`src/design/assert_macros.svh`:
```
// assertion helpers included by the tessellator
`ifndef ASSERT_MACROS_SVH
`define ASSERT_MACROS_SVH
`ifndef SYNTHESIS
`define CHK_NOW(name, clk, rst_n, ante, cons, msg) \
    name: assert property (@(posedge clk) disable iff (!rst_n) (ante) |-> (cons)) else $error(msg);
`define CHK_NEXT(name, clk, rst_n, ante, cons, msg) \
    name: assert property (@(posedge clk) disable iff (!rst_n) (ante) |=> (cons)) else $error(msg);
`else
`define CHK_NOW(name, clk, rst_n, ante, cons, msg)
`define CHK_NEXT(name, clk, rst_n, ante, cons, msg)
`endif
`endif

```
`src/design/cfgt_pkg.sv`:
```
// ----------------------------------------------------------------------------
// cfgt_pkg
// shared types, register indexes, face codes and direction tables
// ----------------------------------------------------------------------------
`timescale 1ns / 1ps

package cfgt_pkg;

    typedef enum logic [2:0] {
        REG_ORIGIN_X = 3'd0,
        REG_ORIGIN_Y = 3'd1,
        REG_ORIGIN_Z = 3'd2,
        REG_EXTENT_X = 3'd3,
        REG_EXTENT_Y = 3'd4,
        REG_EXTENT_Z = 3'd5,
        REG_U_RES    = 3'd6,
        REG_V_RES    = 3'd7
    } reg_idx_t;

    localparam logic [2:0] FACE_PX = 3'd0;
    localparam logic [2:0] FACE_NX = 3'd1;
    localparam logic [2:0] FACE_PY = 3'd2;
    localparam logic [2:0] FACE_NY = 3'd3;
    localparam logic [2:0] FACE_PZ = 3'd4;
    localparam logic [2:0] FACE_NZ = 3'd5;

    localparam int IDXW = 15;
    localparam int DIV_BPS = 8;

    typedef struct packed {
        logic            valid;
        logic            op;
        logic            tri2;
        logic [2:0]      face;
        logic [IDXW-1:0] a;
        logic [IDXW-1:0] w;
    } ctl_t;

    function automatic logic [2:0] dir_tangent(input logic [2:0] f);
        logic [2:0] d;
        case (f)
            FACE_PX: d = FACE_NZ;
            FACE_NX: d = FACE_PZ;
            FACE_NZ: d = FACE_NX;
            default: d = FACE_PX;
        endcase
        return d;
    endfunction

    function automatic logic [2:0] dir_bitangent(input logic [2:0] f);
        logic [2:0] d;
        case (f)
            FACE_PY: d = FACE_NZ;
            FACE_NY: d = FACE_PZ;
            default: d = FACE_PY;
        endcase
        return d;
    endfunction

endpackage

```
`src/design/cfgt_divider.sv`:
```
// ----------------------------------------------------------------------------
// cfgt_divider
// pipelined restoring divider, a fixed number of quotient bits per stage
// ----------------------------------------------------------------------------
`timescale 1ns / 1ps

module cfgt_divider #(
    parameter int DW = 38,
    parameter int VW = 7
) (
    input  logic          clk,
    input  logic [DW-1:0] num,
    input  logic [VW-1:0] den,
    output logic [DW-1:0] quo
);

    localparam int BPS    = cfgt_pkg::DIV_BPS;
    localparam int STAGES = (DW + BPS - 1) / BPS;
    localparam int PW     = STAGES * BPS;

    logic [PW-1:0] n_reg [STAGES];
    logic [VW-1:0] r_reg [STAGES];
    logic [VW-1:0] d_reg [STAGES];

    for (genvar s = 0; s < STAGES; s++) begin : g_stage
        logic [PW-1:0] n_in;
        logic [VW-1:0] r_in;
        logic [VW-1:0] d_in;
        logic [PW-1:0] n_next;
        logic [VW-1:0] r_next;

        if (s == 0) begin : g_first
            assign n_in = PW'(num);
            assign r_in = '0;
            assign d_in = den;
        end else begin : g_rest
            assign n_in = n_reg[s-1];
            assign r_in = r_reg[s-1];
            assign d_in = d_reg[s-1];
        end

        always_comb
        begin
            logic [VW:0] t;
            n_next = n_in;
            r_next = r_in;
            for (int i = 0; i < BPS; i++)
            begin
                t = {r_next, n_next[PW-1]};
                n_next = n_next << 1;
                if (t >= {1'b0, d_in})
                begin
                    t = t - {1'b0, d_in};
                    n_next[0] = 1'b1;
                end
                r_next = t[VW-1:0];
            end
        end

        always_ff @(posedge clk)
        begin
            n_reg[s] <= n_next;
            r_reg[s] <= r_next;
            d_reg[s] <= d_in;
        end
    end

    assign quo = n_reg[STAGES-1][DW-1:0];

endmodule

```
`config.mk`:
```
export PLATFORM = sky130hd
export DESIGN_NAME = cfgt_divider
export DESIGN_NICKNAME = d
export VERILOG_FILES = /design/src/design/assert_macros.svh /design/src/design/cfgt_pkg.sv /design/src/design/cfgt_divider.sv
export SDC_FILE = /design/constraint.sdc
export NUM_CORES = 1
export LEC_CHECK = 0
export ABC_AREA = 1
export BUFFER_PORTS_ARGS = -buffer_cell sky130_fd_sc_hd__buf_4
export CAP_MARGIN = 15
export CELL_PAD_IN_SITES_DETAIL_PLACEMENT = 1
export CELL_PAD_IN_SITES_GLOBAL_PLACEMENT = 1
export CORE_MARGIN = 3
export CORE_UTILIZATION = 51
export CTS_CLUSTER_DIAMETER = 100
export DETAILED_ROUTE_END_ITERATION = 10
export GPL_ROUTABILITY_DRIVEN = 1
export PLACE_DENSITY_LB_ADDON = 0.1
export SYNTH_ARGS = -nofsm -noshare
export SYNTH_HDL_FRONTEND = slang
export SYNTH_SLANG_ARGS = --single-unit
```
`constraint.sdc`:
```
create_clock -name clk -period 20.4 [get_ports clk]
set_input_delay 1.02 -clock clk [delete_from_list [all_inputs] [get_ports clk]]
set_output_delay 1.02 -clock clk [all_outputs]
set_load 0.005 [all_outputs]
```
==> impl_results.md <==
- Status: finished clean
- Fmax: ~59 MHz
- Antenna violations before repair: 0
- H-tree levels: 1
- DRT Wirelength: between 50000 and 60000 um
- All-Layer GR Usage: 26.83%
- CTS Buf Count: 30
- Worst skew pair latency: ~0.58 ns
- Site Rows: 71
- Slowest cell on crit path: dfxtp_1
- Ys async rst share: 0%
- Sum of negative setup slack: 0 ns
- Post-Syn Area: 19730 um2
- Type of origin of the critical path: flop
- Slew margin rel.: approximately two fifths
- Via density: 5.368
- Fillcell total: around 4900
- Area of the die: 41090 um2
- Critical Path RT: between 20 and 25 ns
- Vert. Die Dim: 202.7 um
- Max FFs per register: 190
- Final number of setup-violating endpoints: 0
- Main synth FF type: dfxtp_1
- Initial Util: 52.02%
- Routed via count: 17590
- Clk_skew: 0.01880 ns
- Largest net degree at the start of global routing: 17
- Hold buffers post-CTS: 0
- Core Util, Final: 57.61%
- Final hold viol count: 0
- RSZ-0062 raised after global routing: false
- Final Cell Area: 21850 um2
- Post-CTS repair timing setup buffer count: 0
- Initial DRT Pass Iterations: 5
- CP peak stage delay: 0.67 ns
- Global placement routability congestion: 0.8989
- Syn Area/Cell: 7.460 um2
- Worst r2r dst: n_reg[0][160]$_DFF_P_
- Yosys cell types: 55
- Final Cycle Share: 82.50%
- Vias in the first global route: 19170
- Placed Cells: 3222
- Worst Setup SP: d_reg[0][22]$_DFF_P_
- Layout area overhead: 10.75%
- Worst setup path end: n_reg[0][160]$_DFF_P_
- Synth Net Count: roughly 3000
- DR iter-0 viols: 598
- HP Class: flop to flop
- Ys Warns: 0
- Grt ovf: 0
- Fin nets: around 3100
- Share of cells above drive strength 1: 10.56%
- Maximum Capacitance Violations: 0
- Footprint of the multi-input gates: 13020 um2
- Core area: 37930 um2
- Worst R2R Start: d_reg[0][22]$_DFF_P_
- Avg WL per Cell: 16.93 um
- Element type at the critical path end: flop
- Min cycle time layout: roughly 17 ns
- Post-route ant nets: 0
- Top cell by count, worst path: nand2_1
- Register-to-register setup slack: 3.57 ns
- Detailed-route DRC error count: 0
- Slew Limit Fails: 0
- CTS resizes: 0
- Critical path class: flop to flop
- Number of port buffers: 83
- Post-DP HPWL: 43470 um
- Global-route wire length before repair: 92500 um
- # diodes: 0
- Longest Clk Path Bufs: 3
- Reg2reg path depth: 77
- Width of the die: 202.7 um
- Reg area: 4925 um2
- Yosys reg bits: about 250
- WHS Path Cells: 0
- Tightest Pin Transition: 0.8898 ns
- Final Non-Filler Cells: 3276
- Clk slew on worst S/H paths: 0.06 ns
- CTS Sinks: 246
- DP Area: 20840 um2
- Post-Syn Instances: 2645
- WP data arrival: 17.28 ns
- IO Count: 84
- Sequential element share of the synthesized area: 24.96%
- CTS tree: yes
- Root Driver: clkbuf_16
- EDFF count, synth: 0
- CP max FO: 16
==> synthesized netlist by cell type, drive strengths merged, types with 7 or more instances <==
library cell	instances	area, um2
nand2	677	2666
a21o	17	127.6
inv	434	1629
o21a	11	82.58
dfxtp	246	4925
fa	37	740.7
nand3b	8	60.06
o21ai	135	713.2
a21oi	183	1006
nand4	41	256.5
xor2	83	727.0
o21bai	22	165.2
o311ai	7	61.31
nor2	103	488.0
nand3	201	1334
nor3	14	80.08
xnor2	79	691.9
or2	17	108.9
ha	273	3416
buf	17	151.4
==> area by class of cell <==
type                       instances  area share [%]
tap                              511           2.926
timing repair buffer              83           2.851
sequential                       246           22.53
clock buffer                      42           4.013
multi-input combinational       1947           59.59
clock inverter                    12          0.6126
inverter                         435           7.471
==> metal layers <==
layer | global-route usage, % | share of wire (%)
met5 | 0 | 0
met1 | 32.55 | 44
met2 | 49.74 | 50
met4 | 8.191 | 3.2
met3 | 2.870 | 2.8
==> per-stage QoR <==
stage | hold slack, ns | worst slack (ns)
floorplan | 0.3096 | 7.398
global placement | 0.3095 | 4.355
detailed placement | 0.3132 | 3.922
CTS | 0.3262 | 3.466
global route | 0.3310 | 1.904
finish | 0.3250 | 3.571
==> how the worst min path moves through the flow <==
stage	slack (ns)	to	start
2_1_floorplan	0.31	n_reg[0][100]$_DFF_P_	n_reg[0][52]$_DFF_P_
3_3_place_gp	0.31	n_reg[0][60]$_DFF_P_	n_reg[0][12]$_DFF_P_
3_5_place_dp	0.31	n_reg[0][70]$_DFF_P_	n_reg[0][22]$_DFF_P_
4_1_cts	0.33	n_reg[0][78]$_DFF_P_	n_reg[0][30]$_DFF_P_
5_1_grt	0.33	n_reg[0][169]$_DFF_P_	n_reg[0][121]$_DFF_P_
6_report	0.32	n_reg[0][171]$_DFF_P_	n_reg[0][123]$_DFF_P_
==> cells in the final DEF, fill, tap and decap left out, types with 22 or more instances in the layout <==
| cell | instances |
|---|---|
| xnor2_1 | 79 |
| fa_1 | 37 |
| o21ai_0 | 116 |
| nor2_1 | 82 |
| nand3_2 | 28 |
| nand2_2 | 26 |
| dfxtp_1 | 246 |
| a21oi_1 | 167 |
| buf_4 | 83 |
| xor2_1 | 83 |
| nand2_1 | 643 |
| clkbuf_16 | 31 |
| ha_1 | 273 |
| o21bai_1 | 22 |
| nand3_1 | 158 |
| nand4_1 | 41 |
| inv_1 | 418 |
==> logic make-up (layout without fill, tap and decap cells) <==
logic type	Yosys count	count (layout)	share of synthesized area, %
and+or+nand+nor	1069	1069	25.56
AOI/OAI and AO/OA	406	406	12.19
DFF	246	246	24.96
adders and majority gates	310	310	21.06
buffers and inverters	452	572	9.042
xor gates and xnor gates	162	162	7.190
==> worst max-delay path, delay by kind of cell, from the launching register on <==
family / cells / cell delay [ns]
AO/OA/AOI/OAI: 33 / 7.05
buffers and inverters: 8 / 1.60
adder cells (fa/ha/maj): 8 / 2.95
flip-flops: 1 / 0.67
AND/OR/NAND/NOR: 28 / 4.40
Power is left out: the tool's default activity adds up to more than one toggle a clock period on the data nets, which glitch-free logic cannot reach.
